## config.mk

```make
export PLATFORM = sky130hd
export DESIGN_NAME = dhs_ctrl
export DESIGN_NICKNAME = d
export VERILOG_FILES = /design/src/rtl/dhs_pkg.sv /design/src/rtl/dhs_ctrl.sv
export SDC_FILE = /design/constraint.sdc
export NUM_CORES = 1
export LEC_CHECK = 0
export BUFFER_PORTS_ARGS = -buffer_cell sky130_fd_sc_hd__clkbuf_2
export CORE_AREA = 2 2 39 41
export CTS_BUF_LIST = sky130_fd_sc_hd__clkbuf_16
export DETAILED_ROUTE_END_ITERATION = 7
export DIE_AREA = 0 0 41 43
export SYNTH_ARGS = -nofsm -noshare
export SYNTH_HDL_FRONTEND = slang
export SYNTH_SLANG_ARGS = --single-unit
```

## constraint.sdc

```tcl
create_clock -name clk -period 1 [get_ports clk]
set_input_delay 0.05 -clock clk [delete_from_list [all_inputs] [get_ports clk]]
set_output_delay 0.05 -clock clk [all_outputs]
set_load 0.02 [all_outputs]
```

## src/rtl/dhs_pkg.sv

```systemverilog
// Package with the shared types, codes and constants of the double-hashing set table.
package dhs_pkg;

  localparam int DEF_TABLE_DEPTH   = 256;
  localparam int DEF_MAX_KEY_BYTES = 8;

  localparam int KEY_W    = 64;
  localparam int LEN_W    = 4;
  localparam int FUNC_W   = 2;
  localparam int STATUS_W = 3;
  localparam int POS_W    = 8;
  localparam int CNT_W    = 9;
  localparam int PADDR_W  = 4;
  localparam int PDATA_W  = 32;

  localparam logic [FUNC_W-1:0] FN_ADD    = 2'd0;
  localparam logic [FUNC_W-1:0] FN_DELETE = 2'd1;
  localparam logic [FUNC_W-1:0] FN_SEARCH = 2'd2;
  localparam logic [FUNC_W-1:0] FN_COUNT  = 2'd3;

  localparam logic [STATUS_W-1:0] ST_INSERTED  = 3'd0;
  localparam logic [STATUS_W-1:0] ST_DUPLICATE = 3'd1;
  localparam logic [STATUS_W-1:0] ST_DELETED   = 3'd2;
  localparam logic [STATUS_W-1:0] ST_FOUND     = 3'd3;
  localparam logic [STATUS_W-1:0] ST_NOT_FOUND = 3'd4;
  localparam logic [STATUS_W-1:0] ST_FULL      = 3'd5;
  localparam logic [STATUS_W-1:0] ST_EMPTY_KEY = 3'd6;

  localparam logic [1:0] SLOT_EMPTY = 2'd0;
  localparam logic [1:0] SLOT_USED  = 2'd1;
  localparam logic [1:0] SLOT_TOMB  = 2'd2;

  localparam logic [1:0] REG_MODE   = 2'd0;
  localparam logic [1:0] REG_MULT_A = 2'd1;
  localparam logic [1:0] REG_MULT_B = 2'd2;

  typedef enum logic [2:0] {
    S_CLEAR,
    S_IDLE,
    S_HASH,
    S_READ,
    S_EVAL,
    S_DONE
  } state_t;

  typedef struct packed {
    logic       multiset;
    logic [7:0] mult_a;
    logic [7:0] mult_b;
  } cfg_t;

  typedef struct packed {
    logic clear;
    logic load;
    logic hash;
    logic rd;
    logic eval;
    logic load_out;
  } cmd_t;

  typedef struct packed {
    logic clear_last;
    logic empty_key;
    logic hash_last;
    logic ev_done;
    logic out_free;
  } sts_t;

endpackage

```

## src/rtl/dhs_ctrl.sv

```systemverilog
// Controller state machine that sequences clearing, hashing and the probe walk.
module dhs_ctrl
  import dhs_pkg::*;
(
  input  logic clk,
  input  logic rst,
  input  logic req_valid,
  output logic req_stall,
  input  sts_t sts,
  output cmd_t cmd
);

  state_t state, state_next;

  always_ff @(posedge clk) begin
    if (rst) begin
      state <= S_CLEAR;
    end else begin
      state <= state_next;
    end
  end

  always_comb begin
    state_next = state;
    case (state)
      S_CLEAR: if (sts.clear_last) state_next = S_IDLE;
      S_IDLE:  if (req_valid) state_next = S_HASH;
      S_HASH: begin
        if (sts.empty_key) state_next = S_DONE;
        else if (sts.hash_last) state_next = S_READ;
      end
      S_READ:  state_next = S_EVAL;
      S_EVAL:  state_next = sts.ev_done ? S_DONE : S_READ;
      S_DONE:  if (sts.out_free) state_next = S_IDLE;
      default: state_next = S_CLEAR;
    endcase
  end

  always_comb begin
    cmd          = '0;
    req_stall    = (state != S_IDLE);
    cmd.clear    = (state == S_CLEAR);
    cmd.load     = (state == S_IDLE) && req_valid;
    cmd.hash     = (state == S_HASH) && !sts.empty_key;
    cmd.rd       = (state == S_READ);
    cmd.eval     = (state == S_EVAL);
    cmd.load_out = (state == S_DONE) && sts.out_free;
  end

endmodule

```

### Word-level counts from Yosys, hierarchy flattened

Cells that the tools add are included.

| word-level totals | value |
|---|---|
| output and inout bits | 7 |
| register bits | 3 |

| cells by class | value |
|---|---|
| reduce and logical (&&, ||, !) cells | 6 |
| multiplexer cells | 7 |
| eq/ne operators | 10 |

Operator list:

| operator | number |
|---|---|
| $mux 3 | 6 |
| $pmux 3 s6 | 1 |
| $eq 3x2->1 const B | 2 |
| $eq 3x3->1 const B | 2 |
| $ne 2x2->1 const B | 3 |
| $reduce_and 4->1 | 1 |
| $eq 3x1->1 const B | 1 |
| $logic_and 1x1->1 | 3 |
| $logic_not 3->1 | 1 |
| $ne 3x1->1 const B | 1 |
| $ne 3x3->1 const B | 1 |
| $logic_not 1->1 | 1 |

### Longest topological paths before layout

| logic depth | value |
|---|---|
| depth after elaboration | 3 |
| mapped depth | 4 |
| mapped depth without buffers | 3 |

### Least setup slack after synthesis

No wires, ideal clock.

| timing | value |
|---|---|
| path kind | register to register |
| start | register state[0] |
| end | register state[1] |
| path buffers | 1 |
| arrival time | 1.272 ns |
| library setup time | 0.061 ns |
| required time | 0.939 ns |
| cell stages (with the launch flop) | 5 |
| period minus slack after synthesis | 1.333 ns |
| setup slack | -0.333 ns |
| cell sequence | dfxtp_1 -> buf_2 -> nand2_1 -> nor3_1 -> o31a_1 |

| on the way | value |
|---|---|
| cells in the longest elaborated chain, start to end | 3 |
| elaborated cells on any way between the ends | 12 |

RTL lines:

| what | line | text |
|---|---|---|
| start, declared | dhs_ctrl.sv:13 | `state_t state, state_next;` |
| start signal, assigned | dhs_ctrl.sv:19 | `state <= state_next;` |
| $eq 3x2->1, or another cell as far along | dhs_ctrl.sv:25 | `case (state)` |
| $ne 3x3->1 (no line) / $ne 2x2->1 (equally long branches) | n/a |  |
| $reduce_and 4->1 (no line) | n/a |  |

Parallel ways exist; a longest one is shown, timed or not.
A chain may end at the register's enable or synchronous reset.

==> results.ini <==
[sta]
hold_viol=0
timing.final.crit_share=1.20
drv_slew=0
worstMarginPinSlew_ns=0.252
fmax_ghz=0.831
setup_viol=10
slew_headroom=0.831
rsz0062_at_grt=yes
timing.hold.ws_ns=0.0336
skew_ns=0.000497
layout_setup_ws_ns=-0.203
min_period_ns=1.20

[setup_path]
endpoint_kind=output pin
worst_r2r_endpoint=state[1]$_SDFFE_PP0P_
path_class=flop to output pin
timing.rr.start=state[0]$_SDFFE_PP0P_
start_kind=flop
ff2ff_setup_slack_ns=-0.13
crit_required_ns=0.95
ff2ff_path_depth=6
crit_path_max_fanout=5
worstPathArrival_ns=1.15

[global_route]
grt_use_total=0.116
antenna_found_initial=0
grt_first_pass_wirelength_mm=1.29
grt-ovfl-total=0
grt_pass1_vias=318
grt_max_degree=8

[clocking]
cts_tree=done
path_clk_slew_ns=0.03
cts.sinks=3
cts_buffers=3
root_buffer=clkbuf_16
cts_buffer_depth=2
cts_htree_levels=1
clk_latency_ns=0.22

[route]
drtAntennaViolNets=0
first_iter_violations=1
drt_wl_total_um=837
routed_via_density=4.29
vias=313
wl_per_cell_um=11.5
drc=0
drt-pass1-iter-count=3

[run_status]
violations=setup timing
outcome=finished, violations left

[floorplanning]
core_area_um2=1380
fp-row-count=14
fp.dieW_um=41
initial_core_util=0.146
pin_count=15
die_h_um=43
die_area_um2=1760

[cells_and_area]
final_cell_mix=10 x buf_4, 7 x clkbuf_2, 5 x buf_6, 3 x inv_1, 3 x clkbuf_16
largest_register_ffs=3
drive_above_1_share=0.789
stdcell_area_um2=608
final_net_count=66
diodes=0
regMostFlops=state
area_delta_synth_final_pct=202
layout_commonest_cell=buf_4
top_regs=state: 3 flops

[logic_synthesis]
synth_warnings=0
syn-num-nets=36
synth-seq-area-share=0.298
ys_types=18
syn-cell-area_um2=201
avgSynthCellArea_um2=7.19
ys_ff_latch=3
syn_inst=28

[min_path]
whs_path_depth=2
holdPathEnd=state[0]$_SDFFE_PP0P_
min_from=rst
hold_path_class=input port to flop

[place]
dp_hpwl_um=550
gp_congestion=0.783
io_buffer_count=14
post_dp_cell_area_um2=375

[power_and_ir_drop]
total_leakage_power_nw=0.266
peakVddDrop_uv=999
powerDensity_nw_per_um2=1680

[run]
cap_violations=0

worst max-delay path by stage:
stage / end / cells past startpoint / slack, ns / start
global route: cmd[3] / 3 / -0.24 / state[2]$_SDFFE_PP0P_
finish: cmd[3] / 3 / -0.20 / state[2]$_SDFFE_PP0P_
CTS: cmd[3] / 3 / -0.21 / state[2]$_SDFFE_PP0P_
detailed placement: state[0]$_SDFFE_PP0P_ / 3 / -0.09 / state[1]$_SDFFE_PP0P_
floorplan: state[0]$_SDFFE_PP0P_ / 3 / -0.04 / state[1]$_SDFFE_PP0P_
global placement: state[0]$_SDFFE_PP0P_ / 3 / -0.04 / state[1]$_SDFFE_PP0P_
critical path, stage by stage, from the launching register on:
cell and delay (ns):
dfxtp_2 0.34, buf_6 0.14, nor4_4 0.25, buf_4 0.19
final cells by class:
type | count | area [µm²]
multi-input cells | 21 | 205
flip-flops and latches | 3 | 66.3
clock inverters | 1 | 3.75
clock buffers | 3 | 75.1
inverters | 3 | 13.8
well taps | 16 | 20.0
repair buffers | 26 | 224
fillers | 140 | 776
per-layer routing:
metal  wire length, µm  track usage  share of wire  vias to the layer above
met5                 0            0              0                        -
met1               321        0.129           0.38                      136
met2               431        0.163           0.51                       14
met3                62       0.0524          0.074                        3
met4                22       0.0933          0.026                        0
li1                  -            -              -                      160
stage by stage:
step	TNS [ns]	setup WS (ns)	util	cells	total power, W
global placement	-0.0432	-0.0432	0.271	65	0.000301
floorplan	-0.0696	-0.0406	-	28	0.000232
detailed placement	-0.0918	-0.0918	0.271	65	0.000304
CTS	-1.30	-0.213	0.414	73	0.00100
global route	-1.68	-0.237	0.439	73	0.00107
finish	-1.23	-0.203	0.439	73	0.00102
cells by family (layout without fill, tap and decap cells):
family,Yosys count,after routing,synth area share
simple gates,15,15,0.422
buf+inv,4,33,0.0807
flops,3,3,0.298
compound gates,6,6,0.199
cell usage after synthesis:
cell | n | area share
inv_1 | 3 | 0.056
and3_1 | 1 | 0.031
o31a_1 | 1 | 0.043
a21oi_1 | 2 | 0.050
nor3b_1 | 1 | 0.037
nor2_1 | 3 | 0.056
nor2b_1 | 1 | 0.031
nand2_1 | 2 | 0.037
buf_2 | 1 | 0.025
or4_1 | 1 | 0.037
o2111ai_1 | 1 | 0.043
dfxtp_1 | 3 | 0.30
o211ai_1 | 1 | 0.037
nor3_1 | 3 | 0.075
nand2b_1 | 1 | 0.031
o21ai_0 | 1 | 0.025
nand3_1 | 1 | 0.025
nor4_2 | 1 | 0.062
repair_timing:
action                     in CTS  in global routing
buffers inserted                4                  0
pin swaps                       5                  3
hold buffers                    0                  0
setup endpoints to repair       8                 10
gates resized for setup        23                 14
power by group:
part	internal [W]	switching [W]	leakage, nW
clock	0.000515	0.000107	0.0423
sequential	0.000130	0.0000108	0.0261
combinational	0.000144	0.000118	0.197
(Power assumes the default switching activity.)
