`src/rtl/dhs_pkg.sv`:
```
// Package with the shared types, codes and constants of the double-hashing set table.
package dhs_pkg;

  localparam int DEF_TABLE_DEPTH   = 256;
  localparam int DEF_MAX_KEY_BYTES = 8;

  localparam int KEY_W    = 64;
  localparam int LEN_W    = 4;
  localparam int FUNC_W   = 2;
  localparam int STATUS_W = 3;
  localparam int POS_W    = 8;
  localparam int CNT_W    = 9;
  localparam int PADDR_W  = 4;
  localparam int PDATA_W  = 32;

  localparam logic [FUNC_W-1:0] FN_ADD    = 2'd0;
  localparam logic [FUNC_W-1:0] FN_DELETE = 2'd1;
  localparam logic [FUNC_W-1:0] FN_SEARCH = 2'd2;
  localparam logic [FUNC_W-1:0] FN_COUNT  = 2'd3;

  localparam logic [STATUS_W-1:0] ST_INSERTED  = 3'd0;
  localparam logic [STATUS_W-1:0] ST_DUPLICATE = 3'd1;
  localparam logic [STATUS_W-1:0] ST_DELETED   = 3'd2;
  localparam logic [STATUS_W-1:0] ST_FOUND     = 3'd3;
  localparam logic [STATUS_W-1:0] ST_NOT_FOUND = 3'd4;
  localparam logic [STATUS_W-1:0] ST_FULL      = 3'd5;
  localparam logic [STATUS_W-1:0] ST_EMPTY_KEY = 3'd6;

  localparam logic [1:0] SLOT_EMPTY = 2'd0;
  localparam logic [1:0] SLOT_USED  = 2'd1;
  localparam logic [1:0] SLOT_TOMB  = 2'd2;

  localparam logic [1:0] REG_MODE   = 2'd0;
  localparam logic [1:0] REG_MULT_A = 2'd1;
  localparam logic [1:0] REG_MULT_B = 2'd2;

  typedef enum logic [2:0] {
    S_CLEAR,
    S_IDLE,
    S_HASH,
    S_READ,
    S_EVAL,
    S_DONE
  } state_t;

  typedef struct packed {
    logic       multiset;
    logic [7:0] mult_a;
    logic [7:0] mult_b;
  } cfg_t;

  typedef struct packed {
    logic clear;
    logic load;
    logic hash;
    logic rd;
    logic eval;
    logic load_out;
  } cmd_t;

  typedef struct packed {
    logic clear_last;
    logic empty_key;
    logic hash_last;
    logic ev_done;
    logic out_free;
  } sts_t;

endpackage

```
`src/rtl/dhs_regs.sv`:
```
// Configuration register file behind the APB-style port.
module dhs_regs
  import dhs_pkg::*;
(
  input  logic               clk,
  input  logic               rst,
  input  logic               psel,
  input  logic               penable,
  input  logic               pwrite,
  input  logic [PADDR_W-1:0] paddr,
  input  logic [PDATA_W-1:0] pwdata,
  output logic [PDATA_W-1:0] prdata,
  output logic               pready,
  output cfg_t               cfg
);

  logic       wr_en;
  logic [1:0] reg_idx;

  assign pready  = 1'b1;
  assign reg_idx = paddr[3:2];
  assign wr_en   = psel && penable && pwrite;

  always_ff @(posedge clk) begin
    if (rst) begin
      cfg <= '0;
    end else if (wr_en) begin
      case (reg_idx)
        REG_MODE:   cfg.multiset <= pwdata[0];
        REG_MULT_A: cfg.mult_a   <= pwdata[7:0];
        REG_MULT_B: cfg.mult_b   <= pwdata[7:0];
        default: ;
      endcase
    end
  end

  always_comb begin
    case (reg_idx)
      REG_MODE:   prdata = {{(PDATA_W-1){1'b0}}, cfg.multiset};
      REG_MULT_A: prdata = {{(PDATA_W-8){1'b0}}, cfg.mult_a};
      REG_MULT_B: prdata = {{(PDATA_W-8){1'b0}}, cfg.mult_b};
      default:    prdata = '0;
    endcase
  end

endmodule

```
`config.mk`:
```
export PLATFORM = sky130hd
export DESIGN_NAME = dhs_regs
export DESIGN_NICKNAME = d
export VERILOG_FILES = /design/src/rtl/dhs_pkg.sv /design/src/rtl/dhs_regs.sv
export SDC_FILE = /design/constraint.sdc
export NUM_CORES = 1
export LEC_CHECK = 0
export ABC_AREA = 1
export BUFFER_PORTS_ARGS = -buffer_cell sky130_fd_sc_hd__buf_2
export CELL_PAD_IN_SITES_DETAIL_PLACEMENT = 0
export CELL_PAD_IN_SITES_GLOBAL_PLACEMENT = 1
export CORE_MARGIN = 5
export CORE_UTILIZATION = 26
export CTS_CLUSTER_SIZE = 14
export DETAILED_ROUTE_END_ITERATION = 16
export PLACE_DENSITY_LB_ADDON = 0.1
export SYNTH_ARGS = -nofsm -noshare
export SYNTH_HDL_FRONTEND = slang
export SYNTH_SLANG_ARGS = --single-unit
```
`constraint.sdc`:
```
create_clock -name clk -period 1.2 [get_ports clk]
set_input_delay 0.06 -clock clk [delete_from_list [all_inputs] [get_ports clk]]
set_output_delay 0.06 -clock clk [all_outputs]
set_load 0.01 [all_outputs]
```
# Word level (Yosys, flattened, before mapping)
# Cells that the tools add are included.
op_classes:
  eq_ne: 2
  mux: 1
  n_reduce_logical: 6
op_table:
  columns: ["cell", "count"]
  rows:
  - ["one-hot mux 8 bit (3 select lines)", 1]
  - ["AND reduction 2 bit", 3]
  - ["== test 2 x 1 -> 1 bit, second input constant", 1]
  - ["== test 2 bit, second input constant", 1]
  - ["logical AND 1 bit", 2]
  - ["logical NOT 2 bit", 1]
totals:
  output_inout_bits: 50
  word_cells: 12
  register_bits: 17

# Depth between registers and ports, before layout
depth:
  ltp_word: 3
  depth_mapped: 6
  ltp_nobuf: 5

# Least setup slack after synthesis
# Ideal clock, no wire load.
synth_timing:
  path_kind: "input -> register"
  from: "input port psel"
  to: "register cfg[16] (netlist bit)"
  stages: 6
  setup_slack_ns: 0.481
  arrival_time_ns: 0.604
  cell_sequence: "nand2_1 > nor2_4 > clkbuf_8 > nand3_1 > nand2_1 > nor2_1"
synth_between:
  elab_chain_len: 3
synth_rtl:
  columns: ["element", "line", "source"]
  rows:
  - ["from (decl)", "dhs_regs.sv:7", "input logic psel,"]
  - ["logical AND 1 bit (2 in series)", "dhs_regs.sv:22", "assign wr_en = psel && penable && pwrite;"]
  - ["AND reduction 2 bit (no line)", null, null]
  - ["to (decl)", "dhs_regs.sv:14", "output cfg_t cfg"]
# No other way between the ends.
# A chain may end at the register's enable or synchronous reset.

# Worst setup path in the final report
layout_timing:
  from: "register cfg[0] (netlist bit)"
  to: "output port prdata[0]"
layout_between:
  elab_chain_len: 1
layout_rtl:
  columns: ["element", "line", "source"]
  rows:
  - ["one-hot mux 8 bit (3 select lines)", "dhs_regs.sv:38", "case (reg_idx)"]
  - ["to (decl)", "dhs_regs.sv:12", "output logic [PDATA_W-1:0] prdata,"]
# No other way between the ends.

==> flow_summary_export.csv <==
group,metric,value,unit
drt,drt.antenna.violating_nets,0,
synth,synth_cell_types,13,
status,status,"finished clean",
clocking,post_cts_buffers,0,
synth,syn_inst,163,
layout,final_common_cell,"sky130_fd_sc_hd__nand2_1",
synth,ys_ff_latch,17,
worst_setup_path,timing.setup.critical_path_class,"reg -> out",
hold_path,hp-class,"in -> reg",
clocking,resize_count_post_cts,0,
clocking,h-tree-depth,1,
sta,max_freq,1070,MHz
hold_path,worstHoldStart,"pwdata[7]",
worst_setup_path,worst_path_required,1.14,ns
global_route,via_count_of_the_first_global_routing_pass,855,
drt,drt-total-wl,2680,µm
sta,final_max_slew_viol_count,0,
synth,synthesis.area_per_instance,6.61,µm²
sta,hold_viol,0,
clocking,clock_tree_from_tritoncts,"built",
synth,post_synth_instance_area,1080,µm²
placement,gp_congestion,0.706,
global_route,grt_usage,9.29,%
floorplanning,fp.coreArea,4000,µm²
sta,timing.setup.tns,0,ns
run,max_cap_viol_count,0,
drt,drt_pass1_iterations,4,
placement,place_hpwl,2030,µm
sta,rsz0062_at_grt,"false",
clocking,holdBufCountCts,0,
drt,drt_iter0_drc,15,
sta,finalWorstPathRequiredPeriod,0.934,ns
layout,layout.area.seq,340,µm²
sta,finalCritPeriodShare,77.8,%
layout,largest_register_ff_count,17,
drt,drcViolationCount,0,
sta,setup_viol,0,
worst_setup_path,setup.worst_path.end_class,"primary output",
layout,multi_input_comb_area,543,µm²
sta,fin_skew,0,ns
power_and_ir_drop,power.leakage,0.705,nW
layout,fill_cells,452,
synth,synth_sequential_area_ratio,31.6,%
clocking,clk_transition_reported_paths,0.07,ns
floorplanning,chipWidth,74.4,µm
global_route,wire_length_of_the_first_global_routing_pass,3930,µm
worst_setup_path,critPathLaunch,"cfg[0]",
layout,p_r_area_growth_vs_syn,16.5,%
placement,dpl.cell_count,249,
drt,wl_per_cell,10.6,µm
layout,top_regs,"cfg x17",
floorplanning,boundaryPins,91,
floorplanning,die_height,74.4,µm
clocking,ctsLongestPathBuffers,2,
global_route,grt_max_degree,19,
power_and_ir_drop,pwr_cell_area,965,nW/µm²
clocking,clock_sink_count,17,
layout,num_antenna_cells,0,
worst_setup_path,r2r_start,"cfg[14]",
worst_setup_path,worst_ep_arrival_time,0.87,ns
power_and_ir_drop,worst_ir_drop_vdd,0.261,mV
global_route,number_of_antenna_violations_at_the_first_check_in_global_routing,0,
clocking,worstSkewPairLatency,0.24,ns
layout,drive_above_1_share,26.1,%
worst_setup_path,crit_path_max_fanout,3,
layout,layout.nets,245,
drt,via_count,997,
layout,layout_common_cells,"44 x sky130_fd_sc_hd__nand2_1, 39 x sky130_fd_sc_hd__buf_2, 34 x sky130_fd_sc_hd__nor2_1, 25 x sky130_fd_sc_hd__conb_1, 19 x sky130_fd_sc_hd__nand3_1",
synth,yosysWarnings,0,
drt,routed_via_density,3.94,
layout,postLayoutCoreUtil,31.4,%
placement,portBuffers,39,
global_route,grt_overflow_total,0,
worst_setup_path,worstSetupStartpointType,"flip-flop",
layout,stdcell_count,253,
floorplanning,floorplan.die_area,5530,µm²
clocking,clockRootBuffer,"sky130_fd_sc_hd__clkbuf_8",
clocking,tritoncts.num_buffers,3,
floorplanning,core.rowCount,23,
layout,registers.top_by_ff_count,"cfg",
floorplanning,floorplan.initialDensity,26.9,%
-- cell usage after synthesis --
master                     count  area share [%]
sky130_fd_sc_hd__inv_1         9             3.1
sky130_fd_sc_hd__nand2_1      44              15
sky130_fd_sc_hd__dfxtp_1      17              32
sky130_fd_sc_hd__buf_6         3             3.1
sky130_fd_sc_hd__inv_2         2            0.70
sky130_fd_sc_hd__buf_4        25              17
sky130_fd_sc_hd__nor2_1       34              12
sky130_fd_sc_hd__conb_1        2            0.70
sky130_fd_sc_hd__clkinv_1      1            0.35
sky130_fd_sc_hd__a21oi_1       1            0.46
sky130_fd_sc_hd__nor2_4        5             5.2
sky130_fd_sc_hd__clkbuf_8      1             1.3
sky130_fd_sc_hd__nand3_1      19             8.8
-- worst paths after layout --
kind,end,depth (start not counted),slack (ns)
worst max-delay path,prdata[0],3,0.27
worst min register to register,cfg[13],2,0.50
worst max register to register,cfg[14],2,0.61
worst min-delay path,cfg[15],5,0.14
-- report_power, final --
| part | internal (mW) | leakage (nW) | total, mW | switching (mW) |
|---|---|---|---|---|
| combinational | 0.0614 | 0.542 | 0.198 | 0.137 |
| sequential | 0.577 | 0.138 | 0.585 | 0.00875 |
| clock | 0.230 | 0.0255 | 0.427 | 0.197 |
-- cell type report --
cell class                      instances  area share (%)
Inverter                               12            3.59
Sequential cell                        17            27.1
Clock inverter                          1           0.399
Multi-Input combinational cell        128            43.3
Timing Repair Buffer                   42            17.3
Tap cell                               50            4.99
Clock buffer                            3            3.29
-- metal layers --
metal,share of wire (%),global-route usage (%)
met3,8.1,2.03
met2,50,16.7
met1,41,10.7
met5,0,0
met4,0.52,3.56
-- through the flow --
stage / cell area [µm²] / worst slack (ns) / hold slack, ns / total power [mW]
2_1_floorplan: 1160 / 0.481 / 0.291 / 0.797
3_3_place_gp: 1210 / 0.270 / 0.392 / 0.795
3_5_place_dp: 1210 / 0.247 / 0.398 / 0.797
4_1_cts: 1250 / 0.245 / 0.133 / 1.23
5_1_grt: 1250 / 0.202 / 0.156 / 1.28
6_report: 1250 / 0.266 / 0.137 / 1.21
-- cell families after synthesis --
family	after synthesis	share of synthesized area (%)
AND/OR/NAND/NOR	102	41.2
AO/OA/AOI/OAI	1	0.464
flip-flops	17	31.6
other	2	0.697
buffers and inverters	41	26.0
-- critical path: stages, from the launching register on --
cell                      delay [ns]
sky130_fd_sc_hd__dfxtp_1        0.36
sky130_fd_sc_hd__nand2_1        0.07
sky130_fd_sc_hd__nand3_1        0.07
sky130_fd_sc_hd__buf_2          0.13
Note: power is estimated with default switching activity, not from simulation.
